File: src/sv/bbr_pkg.sv
// -----------------------------------------------------------------------------
// bbr_pkg
// Shared types, constants and a helper function for the RGB box blur stream.
// -----------------------------------------------------------------------------
package bbr_pkg;

	localparam int DEF_MAX_WIDTH  = 1024;
	localparam int DEF_MAX_RADIUS = 7;

	// item and position counters: covers width * height plus the flush lag
	localparam int CNT_W  = 26;
	localparam int STEP_W = 5;
	// row sums and column sums for radius up to 15
	localparam int SUM_W  = 13;

	localparam logic [1:0] REG_WIDTH  = 2'd0;
	localparam logic [1:0] REG_HEIGHT = 2'd1;
	localparam logic [1:0] REG_RAD_X  = 2'd2;
	localparam logic [1:0] REG_RAD_Y  = 2'd3;

	localparam logic OP_PIXEL = 1'b0;
	localparam logic OP_FLUSH = 1'b1;

	localparam logic [7:0] ALPHA_OPAQUE = 8'hff;

	typedef struct packed {
		logic       op;
		logic [7:0] in_red;
		logic [7:0] in_green;
		logic [7:0] in_blue;
	} pix_t;

	typedef struct packed {
		logic [7:0] out_red;
		logic [7:0] out_green;
		logic [7:0] out_blue;
		logic [7:0] out_alpha;
		logic       frame_last;
	} res_t;

	typedef struct packed {
		logic [10:0]      w;
		logic [12:0]      h;
		logic [3:0]       rx;
		logic [3:0]       ry;
		logic [CNT_W-1:0] total;
		logic [CNT_W-1:0] delay;
		logic [CNT_W-1:0] span;
		logic [8:0]       dx;
		logic [8:0]       dy;
	} cfg_t;

	typedef struct packed {
		logic [23:0]      sample;
		logic             has_res;
		logic             last;
		logic [10:0]      ox;
		logic [CNT_W-1:0] oy;
	} job_t;

	// floor(256 / (2r + 1))
	function automatic logic [8:0] rad_recip(input logic [3:0] r);
		logic [8:0] v;
		case (r)
			4'd0:    v = 9'd256;
			4'd1:    v = 9'd85;
			4'd2:    v = 9'd51;
			4'd3:    v = 9'd36;
			4'd4:    v = 9'd28;
			4'd5:    v = 9'd23;
			4'd6:    v = 9'd19;
			4'd7:    v = 9'd17;
			4'd8:    v = 9'd15;
			4'd9:    v = 9'd13;
			4'd10:   v = 9'd12;
			4'd11:   v = 9'd11;
			4'd12:   v = 9'd10;
			4'd13:   v = 9'd9;
			4'd14:   v = 9'd8;
			default: v = 9'd8;
		endcase
		return v;
	endfunction

endpackage

File: src/sv/bbr_fifo.sv
// -----------------------------------------------------------------------------
// bbr_fifo
// Two-entry request queue between the front end and the window engine.
// -----------------------------------------------------------------------------
module bbr_fifo import bbr_pkg::*; (
	input  logic clk,
	input  logic arst_n,
	input  logic push,
	input  job_t push_data,
	output logic full,
	input  logic pop,
	output logic empty,
	output job_t pop_data
);

	job_t       mem_q [2];
	logic       wr_q;
	logic       rd_q;
	logic [1:0] cnt_q;

	assign full     = (cnt_q == 2'd2);
	assign empty    = (cnt_q == 2'd0);
	assign pop_data = mem_q[rd_q];

	always_ff @(posedge clk) begin
		if (push) begin
			mem_q[wr_q] <= push_data;
		end
	end

	always_ff @(posedge clk or negedge arst_n) begin
		if (!arst_n) begin
			wr_q  <= 1'b0;
			rd_q  <= 1'b0;
			cnt_q <= 2'd0;
		end else begin
			if (push) wr_q <= ~wr_q;
			if (pop) rd_q <= ~rd_q;
			if (push && !pop) begin
				cnt_q <= cnt_q + 2'd1;
			end else if (pop && !push) begin
				cnt_q <= cnt_q - 2'd1;
			end
		end
	end

endmodule

File: config.mk
export PLATFORM = sky130hd
export DESIGN_NAME = bbr_fifo
export DESIGN_NICKNAME = d
export VERILOG_FILES = /design/src/sv/bbr_pkg.sv /design/src/sv/bbr_fifo.sv
export SDC_FILE = /design/constraint.sdc
export NUM_CORES = 1
export LEC_CHECK = 0
export BUFFER_PORTS_ARGS = -buffer_cell sky130_fd_sc_hd__buf_4
export CORE_MARGIN = 8
export CORE_UTILIZATION = 30
export CTS_CLUSTER_DIAMETER = 100
export CTS_CLUSTER_SIZE = 28
export DETAILED_ROUTE_END_ITERATION = 8
export PLACE_DENSITY = 0.51
export SYNTH_ARGS = -nofsm -noshare
export SYNTH_HDL_FRONTEND = slang
export SYNTH_SLANG_ARGS = --single-unit
File: constraint.sdc
create_clock -name clk -period 5.36 [get_ports clk]
set_input_delay 1.072 -clock clk [delete_from_list [all_inputs] [get_ports clk]]
set_output_delay 1.072 -clock clk [all_outputs]
set_load 0.02 [all_outputs]
==> impl_results.md <==
- Post-CTS Setup Bufs: 0
- Reg area: 3887 um^2
- Slew @ Worst Pin: 909.5 ps
- Simple-Gate Fraction of Synth Area: 0.005221
- Num CTS Buffers: 17
- Xor and xnor area share after synthesis: 0.008702
- CTS Sinks: 130
- Fin crit period: 3515 ps
- Max cap viols: 0
- Worst Setup Path Type: flip-flop to primary output
- Cell variety after synth: 13
- Vias in the first global route: 2876
- Total number of yosys warnings: 0
- Iter 0 DRT Violations: 57
- Top Ports: 132
- H-tree lvl count: 4
- Initial core utilization: 0.3056
- Cell mode on critical path: buf_4
- GRT Util Overall: 0.09866
- DRC: 0
- Rel. slew slack: 0.3937
- Die Span X: 145.5 um
- Dpl hpwl: 6611 um
- WL/cell: 16.99 um
- Pwr/cell area: 564.6 nW/um^2
- Die H: 145.5 um
- Avg Synthesized Cell Area: 23.74 um^2
- Cts repair resizes: 0
- Global placer's final weighted congestion: 0.6263
- Layout cells sized above 1: 0.6098
- First-pass GRT wire length: 15780 um
- Sequential-to-total area share from yosys stat: 0.7718
- Root Buffer: clkbuf_16
- Drt via density: 4.075
- Yosys reg bits: 130
- Core box area: 16470 um^2
- Commonest non-fill, non-tap cell in the layout: buf_4
- Compound-Gate Fraction of Synth Area: 0
- Final max-slew violation count: 0
- WL final: 10010 um
- Gr ovfl total: 0
- Post-CTS Hold Buffers: 0
- Synthesis-to-finish area growth: 33.91%
- DRT Pass-1 Iters: 4
- Max Fclk: 0.2845 GHz
- Final ANT Viol Nets: 0
- CP Cell Sequence: buf_4, mux2_4, buf_4
- RSZ-0062 raised after global routing: false
- Area share of the largest cell type after synthesis: 0.7519
- Critical Path RT: 4290 ps
- # diodes: 0
- Multi-input gate area: 1023 um^2
- CTS tree: built
- Clock buffer depth: 2
- Pin count of the biggest net entering global routing: 64
- Leak: 2.681 nW
- Top cells by area, synth: edfxtp_1 (75%), mux2_4 (18%), buf_12 (2.4%)
- Mapped Nets: 280
- Mux share of post-synthesis cell area: 0.1850
- R2r setup slk: 3250 ps
- TNS Setup: 0 ps
- Worst setup EP type: primary output
- Layout Nets: 425
- Row cnt: 47
- Highest-delay cell along the critical path: dfrtp_4
- Main combinational cell family by area after synthesis: multiplexers
- IO buf count: 131
- Hold WC Path Type: input pin to async pin
- Initial antenna violation count: 0
- Worst IR Drop VDD: 0.0003612 V
- Post-route cell area: 6739 um^2
- Fill cells: 1551
- DR vias: 2400
- Slowest stage delay, CP: 950 ps
- Synth Cell Area: 5032 um^2
- Status: finished clean
- Period utilisation layout: 0.6558
- Post-placement cell area: 6188 um^2
- Die area: 21170 um^2
- Largest area contributor in the netlist: edfxtp_1
- Leading cell types in the layout, fill and taps excluded: buf_4 (133), edfxtp_1 (126), mux2_4 (59)
- Clk Latency, worst-skew pair: 410 ps
- Worst-path fanout max: 41
- Worst endpoint data arrival time: 2440 ps
- Reg clk slew, reported paths: 60 ps
- Mapped Cells: 212
- Final setup vio count: 0
- Crit path launch type: flip-flop
- Fin. Hold Viols: 0
- Worst Skew: 8.245 ps
- Adder-cell share of the synthesized area: 0.002486
cell usage after synthesis:
cell and number:
inv_1 1, xor2_1 4, edfxtp_1 126, buf_12 6, ha_1 1, buf_6 1, nor2b_1 2, and2_1 1
mux2_2 4, dfrtp_1 4, xnor2_1 1, nor2_1 2, mux2_4 59
cells by family after synthesis:
logic type	count (synthesis)
xor+xnor	5
mux	63
buf+inv	8
fa+ha+maj	1
simple gates	5
flops	130
critical path, delay by kind of cell, from the launching register on:
kind	cells	cell delay, ps
buf+inv	2	700
flops	1	950
mux	1	350
path summary, 6_finish.rpt:
kind                                       from                     end  depth (start not counted)
max in group asynchronous                arst_n        rd_q$_DFFE_PN0P_                          1
hold reg to reg            cnt_q[1]$_DFFE_PN0P_    cnt_q[1]$_DFFE_PN0P_                          1
setup reg to reg               wr_q$_DFFE_PN0P_  mem_q[0][25]$_DFFE_PP_                          2
setup / recovery               rd_q$_DFFE_PN0P_            pop_data[22]                          3
hold / removal                           arst_n    cnt_q[0]$_DFFE_PN0P_                          1
min in group clk           cnt_q[1]$_DFFE_PN0P_    cnt_q[1]$_DFFE_PN0P_                          1
layer usage:
layer,track usage,part of all wire,vias up
met2,0.1633,0.49,85
li1,-,-,1125
met3,0.04353,0.066,16
met1,0.1068,0.42,1174
met4,0.04685,0.019,0
met5,0,0,-
through the flow:
step	cells	worst slack [ps]	total power, mW	util	hold WS (ps)
global route	589	1707	3.994	0.4093	430.5
global placement	558	2241	2.784	0.3758	471.6
floorplan	212	1024	2.392	-	455.5
detailed placement	558	2219	2.800	0.3758	486.2
finish	589	1845	3.805	0.4093	449.2
CTS	589	1767	3.890	0.4093	428.2
registers in the layout, indices dropped and copies added (netlist names):
register,flops
cnt_q,2
mem_q,126
wr_q,1
rd_q,1
final cells by class:
class | count | area share
flip-flops and latches | 130 | 0.5769
multi-input cells | 74 | 0.1519
repair buffers | 133 | 0.1482
clock buffers | 19 | 0.06424
well taps | 220 | 0.04085
clock inverters | 12 | 0.01745
inverters | 1 | 0.0005570
report_power, final:
group	total [mW]	switching (mW)	internal (mW)
Clock	1.07	0.397	0.673
Sequential	1.49	0.138	1.35
Combinational	1.24	0.602	0.640
Total	3.80	1.14	2.67
No activity file was read; power rests on OpenSTA's default activity.
