## src/sv/bbr_pkg.sv

```systemverilog
// -----------------------------------------------------------------------------
// bbr_pkg
// Shared types, constants and a helper function for the RGB box blur stream.
// -----------------------------------------------------------------------------
package bbr_pkg;

	localparam int DEF_MAX_WIDTH  = 1024;
	localparam int DEF_MAX_RADIUS = 7;

	// item and position counters: covers width * height plus the flush lag
	localparam int CNT_W  = 26;
	localparam int STEP_W = 5;
	// row sums and column sums for radius up to 15
	localparam int SUM_W  = 13;

	localparam logic [1:0] REG_WIDTH  = 2'd0;
	localparam logic [1:0] REG_HEIGHT = 2'd1;
	localparam logic [1:0] REG_RAD_X  = 2'd2;
	localparam logic [1:0] REG_RAD_Y  = 2'd3;

	localparam logic OP_PIXEL = 1'b0;
	localparam logic OP_FLUSH = 1'b1;

	localparam logic [7:0] ALPHA_OPAQUE = 8'hff;

	typedef struct packed {
		logic       op;
		logic [7:0] in_red;
		logic [7:0] in_green;
		logic [7:0] in_blue;
	} pix_t;

	typedef struct packed {
		logic [7:0] out_red;
		logic [7:0] out_green;
		logic [7:0] out_blue;
		logic [7:0] out_alpha;
		logic       frame_last;
	} res_t;

	typedef struct packed {
		logic [10:0]      w;
		logic [12:0]      h;
		logic [3:0]       rx;
		logic [3:0]       ry;
		logic [CNT_W-1:0] total;
		logic [CNT_W-1:0] delay;
		logic [CNT_W-1:0] span;
		logic [8:0]       dx;
		logic [8:0]       dy;
	} cfg_t;

	typedef struct packed {
		logic [23:0]      sample;
		logic             has_res;
		logic             last;
		logic [10:0]      ox;
		logic [CNT_W-1:0] oy;
	} job_t;

	// floor(256 / (2r + 1))
	function automatic logic [8:0] rad_recip(input logic [3:0] r);
		logic [8:0] v;
		case (r)
			4'd0:    v = 9'd256;
			4'd1:    v = 9'd85;
			4'd2:    v = 9'd51;
			4'd3:    v = 9'd36;
			4'd4:    v = 9'd28;
			4'd5:    v = 9'd23;
			4'd6:    v = 9'd19;
			4'd7:    v = 9'd17;
			4'd8:    v = 9'd15;
			4'd9:    v = 9'd13;
			4'd10:   v = 9'd12;
			4'd11:   v = 9'd11;
			4'd12:   v = 9'd10;
			4'd13:   v = 9'd9;
			4'd14:   v = 9'd8;
			default: v = 9'd8;
		endcase
		return v;
	endfunction

endpackage

```

## src/sv/bbr_front.sv

```systemverilog
// -----------------------------------------------------------------------------
// bbr_front
// Accepts pixel and flush requests, keeps the frame count, decides whether a
// result is due and finds its column and row with a serial divider.
// -----------------------------------------------------------------------------
module bbr_front import bbr_pkg::*; (
	input  logic clk,
	input  logic arst_n,
	input  cfg_t cfg,
	input  logic pix_valid,
	output logic pix_ready,
	input  pix_t pix_data,
	output logic push,
	output job_t push_data,
	input  logic full
);

	typedef enum logic [1:0] {
		ST_IDLE,
		ST_CALC,
		ST_DIVIDE,
		ST_PUSH
	} state_t;

	state_t            state_q;
	pix_t              item_q;
	logic [CNT_W-1:0]  cnt_q;
	logic [CNT_W-1:0]  num_q;
	logic [10:0]       rem_q;
	logic [STEP_W-1:0] step_q;
	job_t              job_q;

	logic [CNT_W-1:0]  pos;
	logic              has_res;
	logic              last;
	logic [11:0]       trial;
	logic              ge;

	assign pix_ready = (state_q == ST_IDLE);
	assign push      = (state_q == ST_PUSH) && !full;
	assign push_data = job_q;

	assign has_res = (cnt_q >= cfg.delay);
	assign pos     = cnt_q - cfg.delay;
	assign last    = has_res && ((pos + CNT_W'(1)) >= cfg.total);

	// restoring divide of the result position by the row width
	assign trial = {rem_q, num_q[CNT_W-1]};
	assign ge    = (trial >= {1'b0, cfg.w});

	always_ff @(posedge clk or negedge arst_n) begin
		if (!arst_n) begin
			state_q <= ST_IDLE;
			cnt_q   <= '0;
			item_q  <= '0;
			num_q   <= '0;
			rem_q   <= '0;
			step_q  <= '0;
			job_q   <= '0;
		end else begin
			case (state_q)
				ST_IDLE: begin
					if (pix_valid) begin
						item_q  <= pix_data;
						state_q <= ST_CALC;
					end
				end
				ST_CALC: begin
					if (item_q.op == OP_PIXEL && cnt_q < cfg.total) begin
						job_q.sample <= {item_q.in_red, item_q.in_green, item_q.in_blue};
					end else begin
						job_q.sample <= '0;
					end
					job_q.has_res <= has_res;
					job_q.last    <= last;
					cnt_q         <= last ? '0 : cnt_q + CNT_W'(1);
					num_q         <= pos;
					rem_q         <= '0;
					step_q        <= STEP_W'(CNT_W - 1);
					state_q       <= has_res ? ST_DIVIDE : ST_PUSH;
				end
				ST_DIVIDE: begin
					rem_q <= ge ? 11'(trial - {1'b0, cfg.w}) : trial[10:0];
					num_q <= {num_q[CNT_W-2:0], ge};
					if (step_q == '0) begin
						state_q <= ST_PUSH;
					end else begin
						step_q <= step_q - STEP_W'(1);
					end
				end
				ST_PUSH: begin
					job_q.oy <= num_q;
					job_q.ox <= rem_q;
					if (!full) state_q <= ST_IDLE;
				end
				default: state_q <= ST_IDLE;
			endcase
			// quotient and remainder are final once the divide ends
			if (state_q == ST_DIVIDE && step_q == '0) begin
				job_q.oy <= {num_q[CNT_W-2:0], ge};
				job_q.ox <= ge ? 11'(trial - {1'b0, cfg.w}) : trial[10:0];
			end
		end
	end

endmodule

```

## config.mk

```make
export PLATFORM = sky130hd
export DESIGN_NAME = bbr_front
export DESIGN_NICKNAME = d
export VERILOG_FILES = /design/src/sv/bbr_pkg.sv /design/src/sv/bbr_front.sv
export SDC_FILE = /design/constraint.sdc
export NUM_CORES = 1
export LEC_CHECK = 0
export ABC_AREA = 1
export BUFFER_PORTS_ARGS = -buffer_cell sky130_fd_sc_hd__buf_2
export CAP_MARGIN = 10
export CORE_UTILIZATION = 50
export CTS_BUF_LIST = sky130_fd_sc_hd__clkbuf_2
export DETAILED_ROUTE_END_ITERATION = 10
export PLACE_DENSITY_LB_ADDON = 0.15
export RECOVER_POWER = 100
export SLEW_MARGIN = 20
export SYNTH_ARGS = -nofsm -noshare
export SYNTH_HDL_FRONTEND = slang
export SYNTH_SLANG_ARGS = --single-unit
```

## constraint.sdc

```tcl
create_clock -name clk -period 5.4 [get_ports clk]
set_input_delay 0.54 -clock clk [delete_from_list [all_inputs] [get_ports clk]]
set_output_delay 0.54 -clock clk [all_outputs]
set_load 0.01 [all_outputs]
```

==> results_dict.tcl, run 1 <==
set metrics [dict create \
    cpLargestDelayFamily "simple AND/OR/NAND/NOR gates" \
    clkLatencyLatePin_ns 0.76 \
    slew_headroom_pct -184 \
    ys_types 42 \
    fin_tns_setup_ns 0 \
    cts_tree "built" \
    io_pins 222 \
    initial_utilization_pct 51.1 \
    detail-route-antenna-nets 0 \
    synth_compound_area_share_pct 10.5 \
    finalNetCount 2030 \
    cts_setup_buffers 0 \
    hold_path_end "num_q[0]$_DFFE_PN0P_" \
    post-place-ws_ns 0.664 \
    yosys.area.top_type_share_pct 34.0 \
    max_cap_viol_count 2 \
    period_minus_slack_ns 4.70 \
    reg2reg_from "cnt_q[0]$_DFFE_PN0P_" \
    rsz0062_at_grt "no" \
    numPortBuffers 156 \
    via_per_inst 5.24 \
    ys_warn_count 0 \
    switchingPower_uw 2320 \
    hpwl_um 24600 \
    power.clock.fraction_pct 13.9 \
    finalNonFillerCells 2075 \
    fin_ws_ns 0.704 \
    drt-total-wl_um 31500 \
    critPathLaunchType "flip-flop" \
    gp_congestion 0.933 \
    min-delay-start "cfg[44]" \
    die_h_um 154 \
    combPwrFrac_pct 48.1 \
    wl_per_cell_um 15.2 \
    critPathKind "reg2reg" \
    worst-path-stages 24 \
    die_x_um 154 \
    core_area_um2 22700 \
    grt_overflow_total 0 \
    fillCellCount 2260 \
    rr_worst_depth 24 \
    synthCells 1605 \
    crit_path_frequent_cell "nand2_1" \
    cts.sinks 158 \
    multi_input_area_um2 6370 \
    synth-simple-area-share_pct 28.2 \
    area_growth_pct 12.6 \
    drc 0 \
    seqPwrFrac_pct 38.0 \
    antenna_found_initial 2 \
    ir_worst_vdd_mv 0.230 \
    dieArea_um2 23800 \
    worstPathCellList "inv_1 > ha_1 > inv_1 > fa_1 > nand3_1 > nand3_1 > nand2_1 > nand2_1 > nor2_1 > nand3_1 > nor2_4 > nand3_4 > nor2_2 > nand3_1 > nand2_1 > nand2_1 > ha_1 > nand2_1 > nor4_1 > nand4_1 > nand3_1 > nand3_2 > nand2_1 > inv_1" \
    vias 10864 \
    r2r_end "cnt_q[6]$_DFFE_PN0P_" \
    p_int_uw 2600 \
    cts_resized 0 \
    leakage_uw 0.00719 \
    cts_root_buf "clkbuf_2" \
    synth_area_um2 11600 \
    h-tree-depth 4 \
    final_util_pct 57.6 \
    setup_viol 0 \
    status "finished with violations" \
    min_path_type "in2reg" \
    grt_pass1_wl_um 51300 \
    synth_async_sr_flop_share_pct 100 \
    crit_required_ns 6.05 \
    synth_top_cell_by_area "dfrtp_1" \
    slew_viol_final 127 \
    regToRegSetupSlack_ns 0.70 \
    synth.area.top_cells "dfrtp_1, nand2_1, ha_1" \
    grt_max_degree 94 \
    synthAdderAreaFrac_pct 10.7 \
    p_per_area_nw_per_um2 377 \
    crit_start "cnt_q[0]$_DFFE_PN0P_" \
    max_stage_delay_ns 0.47 \
    grt_pass1_vias 10234 \
    path_max_fanout 25 \
    dp_cells 2015 \
    clk_pin_slew_ns 0.27 \
    synth_xor_area_share_pct 3.17 \
    rows 55 \
    grt_usage_pct 27.4 \
    seq_area_um2 3950 \
    ys.flop_type "dfrtp_1" \
    fmax_mhz 213 \
    syn_avg_cell_area_um2 7.24 \
    cts_inserted_buffers 17 \
    post-route-period-util_pct 87.0 \
    cts_max_path_buffers 2 \
    hold_path_depth 3 \
    drt_iter0_drc 710 \
    finalHoldViolations 0 \
    finClkSkew_ns 0.0470 \
    p_sw_share_pct 47.1 \
    ys_seq_area_share_pct 34.0 \
    cp-end-kind "flip-flop" \
    synth_top_family_by_area "simple AND/OR/NAND/NOR gates" \
    worst_pin_slew_ns 4.26 \
    cp_slowest_cell "dfrtp_1" \
    hold_slack_ns 0.197 \
    syn_nets 1860 \
    synth_edf_count 0 \
    first_pass_iters 6 \
    worst-path-buf-inv 3 \
    synth-seq-cells 158 \
    drive_gt1_share_pct 11.0 \
    arrival_ns 5.35 \
    synth_mux_area_share_pct 2.42 \
    violations "capacitance limit, slew limit" \
]
## worst max-delay path by stage
stage / slack (ns) / endpoint
after floorplan: 1.57 / cnt_q[13]$_DFFE_PN0P_
after global placement: 0.74 / cnt_q[25]$_DFFE_PN0P_
after detailed placement: 0.66 / cnt_q[25]$_DFFE_PN0P_
after CTS: 0.75 / cnt_q[6]$_DFFE_PN0P_
after global routing: 0.15 / cnt_q[6]$_DFFE_PN0P_
final: 0.70 / cnt_q[6]$_DFFE_PN0P_
## layer usage
| metal | up-vias | share of wire, % | track usage [%] |
|---|---|---|---|
| met5 | - | 0 | 0 |
| met4 | 0 | 1.9 | 7.59 |
| met3 | 47 | 5.3 | 4.60 |
| met2 | 316 | 47 | 45.2 |
| met1 | 4989 | 46 | 37.1 |
| li1 | 5512 | - | - |
## stage by stage
stage / area (um2) / total power, uW
floorplan: 11600 / 3560
global placement: 12700 / 4220
detailed placement: 12700 / 4310
CTS: 13200 / 5020
global route: 13100 / 5380
finish: 13100 / 4920
## state kept, by name, indices dropped and copies added (netlist names)
signal and flops:
cnt_q 26, item_q 25, num_q 26, push_data 63
rem_q 11, state_q 2, step_q 5
## cell families (layout without fill, tap and decap cells)
logic type,count (synthesis),count (layout)
muxes,25,25
buffers and inverters,339,522
other,0,2
xor gates and xnor gates,42,42
DFF,158,158
adders and majority gates,98,98
and+or+nand+nor,747,747
AOI/OAI and AO/OA,196,196
## cell usage in the layout (no fill, tap or decap), types with 30 or more instances in the layout
cell type,instances
nand3_1,96
nor2_1,73
inv_1,297
dfrtp_1,158
o211ai_1,33
ha_1,96
xor2_1,30
a21oi_1,48
buf_2,90
clkbuf_1,67
o21ai_0,66
nand2_1,475
## worst reg2reg max path: stages, from the launching register on
cell and delay (ns):
dfrtp_1 0.47, inv_1 0.12, ha_1 0.15, inv_1 0.08
fa_1 0.43, nand3_1 0.12, nand3_1 0.14, nand2_1 0.11
nand2_1 0.14, nor2_1 0.20, nand3_1 0.19, nor2_4 0.19
nand3_4 0.13, nor2_2 0.18, nand3_1 0.10, nand2_1 0.07
nand2_1 0.06, ha_1 0.31, nand2_1 0.08, nor4_1 0.41
nand4_1 0.14, nand3_1 0.14, nand3_2 0.42, nand2_1 0.19
inv_1 0.05
## what timing repair did
action / 4_1_cts / 5_1_grt
hold buffers: 26 / 0
endpoints found under the hold margin: 116 / 0
setup endpoints to repair: 0 / 0
## cell type report
type / count / area share (%)
Tap cell: 285 / 2.73
Clock buffer: 17 / 0.651
Clock inverter: 15 / 1.29
Inverter: 301 / 8.64
Timing Repair Buffer: 189 / 7.69
Antenna cell: 2 / 0.0383
Sequential cell: 158 / 30.2
Multi-Input combinational cell: 1108 / 48.7
## synthesized netlist by cell type, types with 2 or more instances
master and instances:
o311ai_0 2, nand3b_1 8, nor2_2 11, a211oi_1 2, and2_1 3, xnor2_1 12, inv_2 3, a22oi_1 2
nor3_2 2, ha_1 96, nand3_4 2, nand4_1 29, a21oi_1 48, buf_2 5, o21ai_0 66, nand2_1 475
nor3_1 13, nor4_1 9, xor2_1 30, o21bai_1 3, nand2_2 12, o22ai_1 5, or2_2 3, buf_1 2
nand3_1 95, nor2_1 71, clkbuf_1 31, o221ai_1 26, mux2_2 25, o21a_1 3, dfrtp_1 158, a21boi_0 2
nor2_4 7, nand3_2 7, inv_1 295, clkinv_1 3, fa_1 2, o211ai_1 33
## power by group through the flow
| stage | combinational, uW | clock, uW | sequential (uW) |
|---|---|---|---|
| final | 2370 | 686 | 1870 |
| after global routing | 2700 | 755 | 1930 |
| after floorplan | 1650 | 0 | 1910 |
| after CTS | 2440 | 710 | 1860 |
| after detailed placement | 2420 | 0 | 1890 |
| after global placement | 2350 | 0 | 1880 |
(Power assumes the default switching activity.)
==> run 2, diff against run 1 <==
GPL_TIMING_DRIVEN = 0   (was unset)
==> results_dict.tcl, run 2 (synthesized netlist as in run 1, its figures left out) <==
set metrics [dict create \
    drive_gt1_share_pct 10.4 \
    cts_inserted_buffers 17 \
    violations "capacitance limit, slew limit" \
    path_max_fanout 10 \
    core_area_um2 22700 \
    clk_pin_slew_ns 0.26 \
    io_pins 222 \
    die_h_um 154 \
    finClkSkew_ns 0.0509 \
    fin_area_um2 13200 \
    cts_tree "built" \
    min_path_type "in2reg" \
    ir_worst_vdd_mv 0.212 \
    final_common_cell "nand2_1" \
    rows 55 \
    max_cap_viol_count 1 \
    p_int_uw 2760 \
    numPortBuffers 156 \
    clkLatencyLatePin_ns 0.77 \
    post-place-ws_ns 0.781 \
    gp_congestion 0.959 \
    critPathLaunchType "flip-flop" \
    first_pass_iters 6 \
    largest_reg_flops 63 \
    drc 0 \
    switchingPower_uw 2360 \
    slew_headroom_pct -138 \
    fin_tns_setup_ns 0 \
    setup_viol 0 \
    power.clock.fraction_pct 15.6 \
    area_growth_pct 13.9 \
    detail-route-antenna-nets 0 \
    period_minus_slack_ns 4.74 \
    finalNetCount 2062 \
    slew_viol_final 63 \
    cts_root_buf "clkbuf_2" \
    fmax_mhz 211 \
    p_per_area_nw_per_um2 387 \
    dieArea_um2 23800 \
    finalHoldViolations 0 \
    p_sw_share_pct 46.1 \
    grt_overflow_total 0 \
    arrival_ns 5.40 \
    grt_pass1_wl_um 52900 \
    worst_pin_slew_ns 3.56 \
    crit_required_ns 6.06 \
    cts_max_path_buffers 2 \
    drt-total-wl_um 32800 \
    grt_usage_pct 28.3 \
    initial_utilization_pct 51.1 \
    post-route-period-util_pct 87.9 \
    cp-end-kind "flip-flop" \
    fin_ws_ns 0.656 \
    placed_area_um2 12800 \
    critPathKind "reg2reg" \
    via_per_inst 5.23 \
    cts_setup_buffers 0 \
    combPwrFrac_pct 47.9 \
    h-tree-depth 4 \
    grt_max_degree 97 \
    seqPwrFrac_pct 36.5 \
    grt_pass1_vias 10429 \
    final_cell_mix "nand2_1, inv_1, dfrtp_1" \
    vias 11030 \
    cts.sinks 158 \
    antenna_found_initial 2 \
    leakage_uw 0.00724 \
    wl_per_cell_um 15.6 \
    cts_resized 0 \
    rsz0062_at_grt "no" \
    status "finished with violations" \
    die_x_um 154 \
    hpwl_um 26200 \
    drt_iter0_drc 644 \
]
-- run 2: cell count changes in the layout (fill, tap and decap cells not counted), moves of 3 or more --
| cell | change |
|---|---|
| nand2_1 | +3 |
| nand2_2 | -3 |
| inv_6 | +3 |
| bufinv_16 | +3 |
| clkbuf_1 | +35 |
| buf_4 | -4 |
-- run 2: through the flow --
| stage | hold WS, ns | total power (uW) | cells | util (%) |
|---|---|---|---|---|
| detailed placement | 0.460 | 4370 | 2047 | 56.3 |
| floorplan | 0.244 | 3560 | 1605 | - |
| global route | 0.204 | 5560 | 2107 | 58.3 |
| global placement | 0.459 | 4290 | 2046 | 56.1 |
| finish | 0.221 | 5120 | 2107 | 58.3 |
| CTS | 0.213 | 5180 | 2105 | 58.8 |
-- run 2: what timing repair did --
item,CTS,global route
endpoints found under the hold margin,87,0
endpoints found under the setup margin,0,0
hold buffers,26,0
-- run 2: power groups by stage --
stage / Clock [uW] / Combinational, uW / Sequential, uW
2_1_floorplan: 0 / 1650 / 1910
3_3_place_gp: 0 / 2420 / 1870
3_5_place_dp: 0 / 2480 / 1890
4_1_cts: 813 / 2510 / 1860
5_1_grt: 860 / 2780 / 1920
6_report: 800 / 2450 / 1870
-- run 2: final timing paths --
check	startpoint	endpoint	slack [ns]	cells after the start
worst max-delay path	cnt_q[0]$_DFFE_PN0P_	cnt_q[9]$_DFFE_PN0P_	0.66	27
worst min-delay path	cfg[44]	num_q[0]$_DFFE_PN0P_	0.22	3
worst max register to register	cnt_q[0]$_DFFE_PN0P_	cnt_q[9]$_DFFE_PN0P_	0.66	27
worst min register to register	num_q[20]$_DFFE_PN0P_	num_q[21]$_DFFE_PN0P_	0.50	2
max in group asynchronous	arst_n	push_data[22]$_DFFE_PN0P_	1.93	2
min in group asynchronous	arst_n	num_q[15]$_DFFE_PN0P_	1.49	2
-- run 2: per-layer routing --
metal	track usage, %	vias up	share of wire (%)
met1	38.2	5061	46
met3	4.31	60	5.2
li1	-	5574	-
met4	8.91	0	2.7
met2	46.6	335	46
met5	0	-	0
-- run 2: worst max-delay path, stage by stage, from the launching register on --
cell,delay (ns)
dfrtp_1,0.47
inv_1,0.13
ha_1,0.16
inv_1,0.09
fa_1,0.44
nand2_1,0.12
nand3_1,0.12
nand3_1,0.12
nand2_1,0.14
nand2_1,0.12
nand2_1,0.05
nand2_1,0.08
nand2_1,0.17
nor2_1,0.21
nand3_4,0.12
nor2_4,0.20
nand3_1,0.10
nand2_1,0.06
nand2_1,0.06
ha_1,0.29
nand2_1,0.09
nor4_1,0.44
nand4_1,0.14
nand3_1,0.16
nand3_2,0.18
buf_2,0.26
nand2_1,0.08
inv_1,0.04
-- run 2: cell type report --
type	instances	area, um2
sequential	158	3950
tap	285	357
inverter	301	1130
clock buffer	17	85.1
buffer	38	145
multi-input combinational	1108	6350
antenna	2	5.00
timing repair buffer	183	986
clock inverter	15	216
fill	2243	9480
